`config.mk`:
```
export PLATFORM = sky130hd
export DESIGN_NAME = ip_mac_text_validator
export DESIGN_NICKNAME = d
export VERILOG_FILES = /design/src/imtv_pkg.sv /design/src/ip_mac_text_validator.sv /design/src/imtv_step.sv
export SDC_FILE = /design/constraint.sdc
export NUM_CORES = 1
export LEC_CHECK = 0
export BUFFER_PORTS_ARGS = -buffer_cell sky130_fd_sc_hd__buf_2
export CAP_MARGIN = 15
export CORE_MARGIN = 8
export CORE_UTILIZATION = 55
export CTS_BUF_LIST = sky130_fd_sc_hd__clkbuf_4
export CTS_CLUSTER_DIAMETER = 80
export DETAILED_ROUTE_END_ITERATION = 8
export GPL_ROUTABILITY_DRIVEN = 0
export PLACE_DENSITY = 0.74
export SLEW_MARGIN = 20
export SYNTH_ARGS = -nofsm -noshare
export SYNTH_HDL_FRONTEND = slang
export SYNTH_SLANG_ARGS = --single-unit
```
`constraint.sdc`:
```
create_clock -name aclk -period 8.4 [get_ports aclk]
set_clock_uncertainty 0.2 [all_clocks]
set_input_delay 0.84 -clock aclk [delete_from_list [all_inputs] [get_ports aclk]]
set_output_delay 0.84 -clock aclk [all_outputs]
set_load 0.01 [all_outputs]
```
`src/imtv_pkg.sv`:
```
`timescale 1ns / 1ps
`default_nettype none
// ============================================================================
// imtv_pkg
// Shared types and constants of the address text validator: error codes,
// separator and limit constants, the per-string state and the verdict.
// ============================================================================
package imtv_pkg;

    typedef enum logic [2:0] {
        ERR_OK        = 3'd0,
        ERR_BAD_CHAR  = 3'd1,
        ERR_SEP_COUNT = 3'd2,
        ERR_EMPTY     = 3'd3,
        ERR_OVER      = 3'd4,
        ERR_MAC_LEN   = 3'd5
    } err_t;

    localparam logic [8:0] OCTET_MAX     = 9'd255;
    localparam logic [8:0] GROUP_SAT     = 9'd256;
    localparam logic [2:0] IP_SEPS       = 3'd3;
    localparam logic [2:0] MAC_SEPS      = 3'd5;
    localparam logic [2:0] MAC_GROUP_LEN = 3'd2;
    localparam logic [2:0] COUNT_MAX     = 3'd7;

    localparam logic [7:0] CHAR_DOT      = 8'h2E;
    localparam logic [7:0] CHAR_COLON    = 8'h3A;
    localparam logic [7:0] CHAR_DASH     = 8'h2D;
    localparam logic [7:0] CHAR_ZERO     = 8'h30;
    localparam logic [7:0] CHAR_NINE     = 8'h39;
    localparam logic [7:0] CHAR_LOW_A    = 8'h61;
    localparam logic [7:0] CHAR_LOW_F    = 8'h66;
    localparam logic [7:0] CHAR_UP_A     = 8'h41;
    localparam logic [7:0] CHAR_UP_F     = 8'h46;

    typedef struct packed {
        logic       at_start;
        logic       kind_is_mac;
        logic [2:0] sep_count;
        logic [2:0] group_len;
        logic [8:0] group_val;
        err_t       first_error;
    } state_t;

    typedef struct packed {
        logic valid;
        err_t error;
    } verdict_t;

endpackage
`default_nettype wire

```
`src/ip_mac_text_validator.sv`:
```
`timescale 1ns / 1ps
`default_nettype none
// ============================================================================
// ip_mac_text_validator
// Checks IPv4 dotted or MAC address text streamed one character per request.
// The block takes one character every cycle unless the input is stalled.
// Each accepted character lands in an input register; a state update
// (counters, group value, first error) then consumes it, and the verdict
// of a character marked last is written to the result register, so a
// result passes the input register and then the result register. The
// address kind is taken from operation at the first character of each
// string. A waiting result stalls the input only while a character marked
// last sits in the input register.
// ============================================================================
module ip_mac_text_validator (
    input  wire        aclk,
    input  wire        aresetn,
    input  wire        s_valid,
    output logic       s_ready,
    input  wire        s_operation,
    input  wire [7:0]  s_character,
    input  wire        s_last,
    output logic       m_valid,
    input  wire        m_ready,
    output logic       m_valid_res,
    output logic [2:0] m_error_code
);

    logic               in_valid_reg;
    logic               in_operation_reg;
    logic [7:0]         in_character_reg;
    logic               in_last_reg;
    imtv_pkg::state_t   state_reg;
    imtv_pkg::state_t   state_next;
    imtv_pkg::verdict_t verdict;
    logic               m_valid_reg;
    logic               m_valid_res_reg;
    imtv_pkg::err_t     m_error_reg;
    logic               out_free;
    logic               advance;

    imtv_step u_step (
        .state_i     (state_reg),
        .operation_i (in_operation_reg),
        .character_i (in_character_reg),
        .last_i      (in_last_reg),
        .state_o     (state_next),
        .verdict_o   (verdict)
    );

    assign out_free = !m_valid_reg || m_ready;
    assign advance  = in_valid_reg && (!in_last_reg || out_free);
    assign s_ready  = !in_valid_reg || advance;

    always_ff @(posedge aclk) begin
        if (!aresetn) begin
            in_valid_reg <= 1'b0;
        end else if (s_ready) begin
            in_valid_reg <= s_valid;
        end
    end

    always_ff @(posedge aclk) begin
        if (s_ready && s_valid) begin
            in_operation_reg <= s_operation;
            in_character_reg <= s_character;
            in_last_reg      <= s_last;
        end
    end

    always_ff @(posedge aclk) begin
        if (!aresetn) begin
            state_reg.at_start    <= 1'b1;
            state_reg.kind_is_mac <= 1'b0;
            state_reg.sep_count   <= 3'd0;
            state_reg.group_len   <= 3'd0;
            state_reg.group_val   <= 9'd0;
            state_reg.first_error <= imtv_pkg::ERR_OK;
        end else if (advance) begin
            state_reg <= state_next;
        end
    end

    always_ff @(posedge aclk) begin
        if (!aresetn) begin
            m_valid_reg <= 1'b0;
        end else if (advance && verdict.valid) begin
            m_valid_reg <= 1'b1;
        end else if (m_ready) begin
            m_valid_reg <= 1'b0;
        end
    end

    always_ff @(posedge aclk) begin
        if (advance && verdict.valid) begin
            m_valid_res_reg <= (verdict.error == imtv_pkg::ERR_OK);
            m_error_reg     <= verdict.error;
        end
    end

    assign m_valid      = m_valid_reg;
    assign m_valid_res  = m_valid_res_reg;
    assign m_error_code = m_error_reg;

    a_res_match: assert property (@(posedge aclk) disable iff (!aresetn)
        m_valid_reg |-> (m_valid_res_reg == (m_error_reg == imtv_pkg::ERR_OK)))
        else $error("verdict flag disagrees with error code");

    a_code_range: assert property (@(posedge aclk) disable iff (!aresetn)
        m_valid_reg |-> (m_error_reg <= imtv_pkg::ERR_MAC_LEN))
        else $error("error code out of range");

    a_rearm: assert property (@(posedge aclk) disable iff (!aresetn)
        (advance && in_last_reg) |=> state_reg.at_start)
        else $error("no re-arm after last character");

    a_group_sat: assert property (@(posedge aclk) disable iff (!aresetn)
        state_reg.group_val <= imtv_pkg::GROUP_SAT)
        else $error("group value above saturation");

    a_no_overrun: assert property (@(posedge aclk) disable iff (!aresetn)
        (m_valid_reg && !m_ready) |-> !(advance && in_last_reg))
        else $error("result overwritten while waiting");

endmodule
`default_nettype wire

```
`src/imtv_step.sv`:
```
`timescale 1ns / 1ps
`default_nettype none
// ============================================================================
// imtv_step
// Next-state and verdict logic for one character: classify the character,
// update counters and the group value, keep the first error, and on the last
// character close the final group and check the separator count.
// ============================================================================
module imtv_step (
    input  wire imtv_pkg::state_t   state_i,
    input  wire                     operation_i,
    input  wire [7:0]               character_i,
    input  wire                     last_i,
    output imtv_pkg::state_t        state_o,
    output imtv_pkg::verdict_t      verdict_o
);

    function automatic imtv_pkg::err_t close_err(
        input imtv_pkg::err_t cur,
        input logic [2:0]     len,
        input logic           is_mac
    );
        imtv_pkg::err_t e;
        e = cur;
        if (cur == imtv_pkg::ERR_OK) begin
            if (len == 3'd0) begin
                e = imtv_pkg::ERR_EMPTY;
            end else if (is_mac && len != imtv_pkg::MAC_GROUP_LEN) begin
                e = imtv_pkg::ERR_MAC_LEN;
            end
        end
        return e;
    endfunction

    imtv_pkg::state_t st;
    imtv_pkg::err_t   err;
    logic             is_sep;
    logic             is_dig;
    logic             is_hx;
    logic             char_ok;
    logic [11:0]      acc;

    always_comb begin
        st  = state_i;
        err = imtv_pkg::ERR_OK;

        // latch the kind and clear the string state on the first character
        if (st.at_start) begin
            st.kind_is_mac = operation_i;
            st.sep_count   = 3'd0;
            st.group_len   = 3'd0;
            st.group_val   = 9'd0;
            st.first_error = imtv_pkg::ERR_OK;
            st.at_start    = 1'b0;
        end

        is_sep  = st.kind_is_mac
                ? (character_i == imtv_pkg::CHAR_COLON || character_i == imtv_pkg::CHAR_DASH)
                : (character_i == imtv_pkg::CHAR_DOT);
        is_dig  = (character_i >= imtv_pkg::CHAR_ZERO) && (character_i <= imtv_pkg::CHAR_NINE);
        is_hx   = is_dig
                || ((character_i >= imtv_pkg::CHAR_LOW_A) && (character_i <= imtv_pkg::CHAR_LOW_F))
                || ((character_i >= imtv_pkg::CHAR_UP_A) && (character_i <= imtv_pkg::CHAR_UP_F));
        char_ok = st.kind_is_mac ? is_hx : is_dig;
        acc     = {3'b000, st.group_val} * 12'd10 + {8'h00, character_i[3:0]};

        if (st.first_error == imtv_pkg::ERR_OK) begin
            if (is_sep) begin
                st.first_error = close_err(st.first_error, st.group_len, st.kind_is_mac);
                if (st.sep_count != imtv_pkg::COUNT_MAX) begin
                    st.sep_count = st.sep_count + 3'd1;
                end
                st.group_len = 3'd0;
                st.group_val = 9'd0;
            end else if (!char_ok) begin
                st.first_error = imtv_pkg::ERR_BAD_CHAR;
            end else begin
                if (st.group_len != imtv_pkg::COUNT_MAX) begin
                    st.group_len = st.group_len + 3'd1;
                end
                if (!st.kind_is_mac) begin
                    if (acc > {3'b000, imtv_pkg::OCTET_MAX}) begin
                        st.group_val   = imtv_pkg::GROUP_SAT;
                        st.first_error = imtv_pkg::ERR_OVER;
                    end else begin
                        st.group_val = acc[8:0];
                    end
                end
            end
        end

        if (last_i) begin
            err = close_err(st.first_error, st.group_len, st.kind_is_mac);
            if (err == imtv_pkg::ERR_OK &&
                st.sep_count != (st.kind_is_mac ? imtv_pkg::MAC_SEPS : imtv_pkg::IP_SEPS)) begin
                err = imtv_pkg::ERR_SEP_COUNT;
            end
            // re-arm for the next string
            st.at_start    = 1'b1;
            st.sep_count   = 3'd0;
            st.group_len   = 3'd0;
            st.group_val   = 9'd0;
            st.first_error = imtv_pkg::ERR_OK;
        end

        state_o         = st;
        verdict_o.valid = last_i;
        verdict_o.error = err;
    end

endmodule
`default_nettype wire
```
Yosys cells after proc, flatten, opt, wreduce, memory -nomap -nowiden --
Index checks and enable logic that the tools add are counted. Widths: inputs -> output; s select.
Storage, ports and cells: register bits 36, output and inout bits 6, bits of input ports 14
Cells by class: mux-type cells 26, add/subtract/negate cells 3, order comparisons 7, equal/unequal tests 8, multiply operators 1, reductions and logical operators 25
Operators by type and width (count):
- $mux 3 | 14
- $mux 18 | 2
- $eq 8x6->1 const B | 3
- $mux 12 | 2
- $mux 19 | 1
- $logic_not 3->1 | 6
- $ge 8x7->1 const B | 2
- $le 8x7->1 const B | 2
- $mux 15 | 1
- $add 12x4->12 | 1
- $gt 12x8->1 const B | 1
- $mul 9x3->11 const B | 1
- $logic_and 1x1->1 | 9
- $mux 9 | 1
- $ge 8x6->1 const B | 1
- $le 8x6->1 const B | 1
- $add 3x1->3 const B | 2
- $logic_or 1x1->1 | 6
- $ne 3x2->1 const B | 2
- $ne 3x3->1 const B | 2
- $mux 1 | 5
- $logic_not 1->1 | 3
- $ne 3x3->1 | 1
- $reduce_bool 2->1 | 1

Depth between registers and ports, before layout --
word-level depth 20, mapped depth 14, gate-level depth less buffers 11

Hierarchy --
From an unflattened synthesis, not the netlist that was laid out.
Unflattened totals: cell total of the unflattened synthesis 333, area total of the unflattened synthesis 2915.3 µm²
By module, submodules not included:
- imtv_step | seq. area each 0.0 µm², area each 1577.8 µm², cells each 219, times used 1
- ip_mac_text_validator | seq. area each 860.8 µm², area each 1337.5 µm², cells each 114, times used 1

Least setup slack after synthesis --
Ideal clock, no wire load.
path kind reg-to-reg, from register state_reg[19] (netlist name), to register m_error_reg[2], in the netlist m_error_code[2], data pin, arrival time 3593 ps, buffers on the path 3, data required time 7946 ps, stages on the path, launching flop included 15, setup slack 4352 ps, cell sequence dfxtp_1 > buf_6 > clkbuf_1 > inv_1 > clkbuf_1 > and3_1 > ha_1 > fa_1 > a211oi_1 > nor2_1 > or3_1 > or4_4 > a2111oi_4 > nor2_2 > o21a_1
Between the ends: word-level cells in the longest chain between the ends 17
RTL lines:
- start: declaration | RTL line ip_mac_text_validator.sv:33 | imtv_pkg::state_t state_reg;
- start signal: assignment | RTL line ip_mac_text_validator.sv:80 | state_reg <= state_next;
- $mux 19 * | RTL line imtv_step.sv:48 | if (st.at_start) begin
- $mul 9x3->11 | RTL line imtv_step.sv:65 | acc = {3'b000, st.group_val} * 12'd10 + {8'h00, character_i[3:0]};
- $add 12x4->12 | RTL line imtv_step.sv:65
- $gt 12x8->1 | RTL line imtv_step.sv:82 | if (acc > {3'b000, imtv_pkg::OCTET_MAX}) begin
- $mux 3 | RTL line imtv_step.sv:82
- $mux 12 | RTL line imtv_step.sv:81 | if (!st.kind_is_mac) begin
- $mux 3 | RTL line imtv_step.sv:75 | end else if (!char_ok) begin
- $mux 15 | RTL line imtv_step.sv:68 | if (is_sep) begin
- [... 2 more ...]
- $mux 3 | RTL line imtv_step.sv:26 | if (len == 3'd0) begin
- $mux 3 | RTL line imtv_step.sv:25 | if (cur == imtv_pkg::ERR_OK) begin
- $mux 3 | RTL line imtv_step.sv:92 | if (last_i) begin
- $logic_not 3->1 | RTL line imtv_step.sv:94 | if (err == imtv_pkg::ERR_OK &&
- $logic_and 1x1->1 | RTL line imtv_step.sv:94
- $mux 3 * | RTL line imtv_step.sv:94
- $mux 3 * | RTL line imtv_step.sv:92
- net u_step.err[2] | RTL line imtv_step.sv:36 | imtv_pkg::err_t err;
- end signal: assignment | RTL line ip_mac_text_validator.sv:97 | m_error_reg <= verdict.error;
- end: declaration | RTL line ip_mac_text_validator.sv:38 | imtv_pkg::err_t m_error_reg;
Mark *: on every way through the listed nets, which the timed path passes. The rest lies on a longest branch. The select of a mux whose other input is x is not followed. A chain may end at the register's enable or synchronous reset.

Final worst setup path --
from register state_reg[19] (netlist name), to register state_reg[4] (netlist name)
Between the ends: word-level cells in the longest chain between the ends 10
RTL lines:
- $mux 19 * | RTL line imtv_step.sv:48
- $mul 9x3->11 | RTL line imtv_step.sv:65
- $add 12x4->12 | RTL line imtv_step.sv:65
- $gt 12x8->1 | RTL line imtv_step.sv:82
- $mux 9 | RTL line imtv_step.sv:82
- $mux 12 | RTL line imtv_step.sv:81
- $mux 12 | RTL line imtv_step.sv:75
- $mux 15 | RTL line imtv_step.sv:68
- $mux 18 * | RTL line imtv_step.sv:67 | if (st.first_error == imtv_pkg::ERR_OK) begin
- $mux 18 * | RTL line imtv_step.sv:92
Every way passes the cells marked *; elsewhere a longest branch is shown, timed or not.

==> flow_summary.json <==
{
  "outcome": "completed",
  "fin_setup_tns_ns": 0,
  "clockBufferDepth": 2,
  "ff2ff_setup_slack_ns": 3.63,
  "ant_nets": 0,
  "rows": 25,
  "synth_nets": 326,
  "syn_area_um2": 2740,
  "worstSetupStartpointType": "register",
  "wl_um": 6060,
  "yosys_warnings": 0,
  "die_w_um": 86.5,
  "ys_ff_latch": 36,
  "min_delay_path_depth": 2,
  "grt_max_degree": 28,
  "synth_top_area_frac": 0.161,
  "largest_reg_flops": 20,
  "vias": 2339,
  "crit_type": "reg2reg",
  "crit_family": "simple AND/OR/NAND/NOR gates",
  "cts_resized": 0,
  "dr.pass1.iters": 5,
  "reg2reg_to": "state_reg[4]",
  "cellPowerDensity_nw_per_um2": 108,
  "routedWlPerCell_um": 15.9,
  "relSlewSlack": 0.346,
  "slew_viol_final": 0,
  "critPathBufInv": 1,
  "start_util": 0.576,
  "cts.sinks": 36,
  "synthArstFlopShare": 0,
  "p_sw_frac": 0.256,
  "synth_area_per_cell_um2": 9.24,
  "setup_viol": 0,
  "grt_util_all_layers": 0.167,
  "worstHoldPathType": "reg2reg",
  "die_y_um": 86.5,
  "route.detailed.drc": 0,
  "worst-slew-pin-transition_ns": 0.980,
  "period_share": 0.568,
  "p_sw_uw": 81.0,
  "ys.flop_type": "dfxtp_1",
  "intPower_uw": 236,
  "cap_violations": 0,
  "whs_ns": 0.273,
  "syn_inst": 296,
  "ir_drop_v": 0.000142,
  "post-cts-setup-buffers": 0,
  "clkPwrFrac": 0.306,
  "yosysTopAreaCell": "dfxtp_1",
  "rsz0062_at_grt": "no",
  "layout_min_cycle_time_ns": 4.77,
  "comb_power_share": 0.083,
  "required_ns": 8.49,
  "grt_pass1_vias": 2156,
  "via_per_inst": 6.16,
  "worst_skew_pair.late_latency_ns": 0.36,
  "clkTransAtPathRegs_ns": 0.11,
  "antenna_found_initial": 0,
  "cts_tree": "done",
  "fmax_ghz": 0.210,
  "crit_chain": "inv_1 > and3_1 > ha_1 > fa_1 > a211oi_1 > nor2_1 > or3_1 > or4_4 > a21o_1 > a21oi_2 > a32o_1",
  "synthToLayoutAreaGrowth_pct": 7.04,
  "num_io_pins": 20,
  "synth_cell_types": 72,
  "crit_path_max_fanout": 27,
  "end_kind": "register",
  "hpwl_um": 4590,
  "layout.nets": 342,
  "arrival_ns": 4.86,
  "mostFrequentLayoutCell": "nor2_1",
  "first_iter_violations": 198,
  "numCtsBuffers": 5,
  "layout_common_cells": "24 x nor2_1, 22 x dfxtp_1, 19 x buf_2",
  "cp_slowest_cell": "dfxtp_1",
  "instances_no_fill": 380,
  "dieArea_um2": 7490,
  "seq_power_share": 0.610,
  "core-area_um2": 4750,
  "ys_seq_area_frac": 0.315,
  "portBuffers": 19,
  "antenna_cells": 0,
  "ctsHoldBuffers": 0,
  "reg2regPathDepth": 11,
  "power.total_uw": 317,
  "grt_pass1_wl_um": 10200,
  "leakagePower_uw": 0.00116,
  "worstReg2RegStart": "state_reg[19]",
  "synth_area_leaders": "dfxtp_1 16%, edfxtp_1 15%, ha_1 6.9%",
  "min_to": "state_reg[12]",
  "cts_root_buf": "clkbuf_4",
  "worstHoldStart": "state_reg[12]",
  "dp_cells": 372,
  "overflow": 0,
  "h-tree-depth": 2,
  "slowest_delay_ns": 0.98,
  "hold_violations": 0,
  "drive_gt1_frac": 0.157,
  "synth_edf_count": 14
}
-- stage by stage --
step                      utilization  worst slack (ns)  cell area [µm²]
final                           0.616              3.63             2930
after global routing            0.616              3.42             2930
after CTS                       0.616              3.71             2930
after detailed placement        0.604              3.76             2870
after global placement          0.604              3.82             2870
after floorplan                     -              4.35             2740
-- logic make-up (layout without fill, tap and decap cells) --
family,after synthesis,in the layout,synth area share
compound gates,83,83,0.251
xor+xnor,19,19,0.0636
fa+ha+maj,16,16,0.0759
buf+inv,25,42,0.0375
flops,36,36,0.315
mux,5,5,0.0206
simple gates,112,112,0.237
-- area by class of cell --
type	count	area, µm²
Clock buffer	7	52.6
Clock inverter	1	3.75
Fill cell	419	1830
Inverter	14	52.6
Multi-Input combinational cell	235	1770
Sequential cell	36	861
Tap cell	67	83.8
Timing Repair Buffer	20	103
-- Yosys cell counts (all sizes together) (8+ instances only) --
| cell | count |
|---|---|
| o21ai | 12 |
| edfxtp | 14 |
| nor2 | 25 |
| a32o | 10 |
| dfxtp | 22 |
| clkbuf | 8 |
| nand2 | 15 |
| inv | 14 |
| nor2b | 15 |
| xnor2 | 12 |
| ha | 15 |
-- worst max-delay path by stage --
stage             startpoint         endpoint  slack, ns  depth (start not counted)
2_1_floorplan  state_reg[19]  m_error_code[2]       4.35                         14
6_report       state_reg[19]     state_reg[4]       3.63                         11
5_1_grt        state_reg[19]     state_reg[4]       3.42                         11
3_5_place_dp   state_reg[19]     state_reg[5]       3.76                         11
3_3_place_gp   state_reg[19]  m_error_code[0]       3.82                         11
4_1_cts        state_reg[19]     state_reg[4]       3.71                         11
-- worst register-to-register path: stages, from the launching register on --
cell and delay [ns]:
dfxtp_1 0.98, inv_1 0.43, and3_1 0.27, ha_1 0.23
fa_1 0.47, a211oi_1 0.28, nor2_1 0.11, or3_1 0.38
or4_4 0.51, a21o_1 0.18, a21oi_2 0.42, a32o_1 0.25
-- per-layer routing --
layer / up-vias / global-route usage / wire, µm
met5: - / 0 / 0
met4: 0 / 0.0485 / 72
met3: 7 / 0.0406 / 345
met2: 67 / 0.257 / 2690
met1: 1098 / 0.225 / 2950
li1: 1167 / - / -
-- power by group through the flow --
stage	Combinational (µW)	Clock [µW]	Sequential [µW]
after floorplan	21.3	0	193
after global placement	25.8	0	197
after detailed placement	26.1	0	197
after CTS	26.1	98.2	193
after global routing	28.8	104	194
final	26.3	97.1	193
Power figures use the tool's default switching activity.
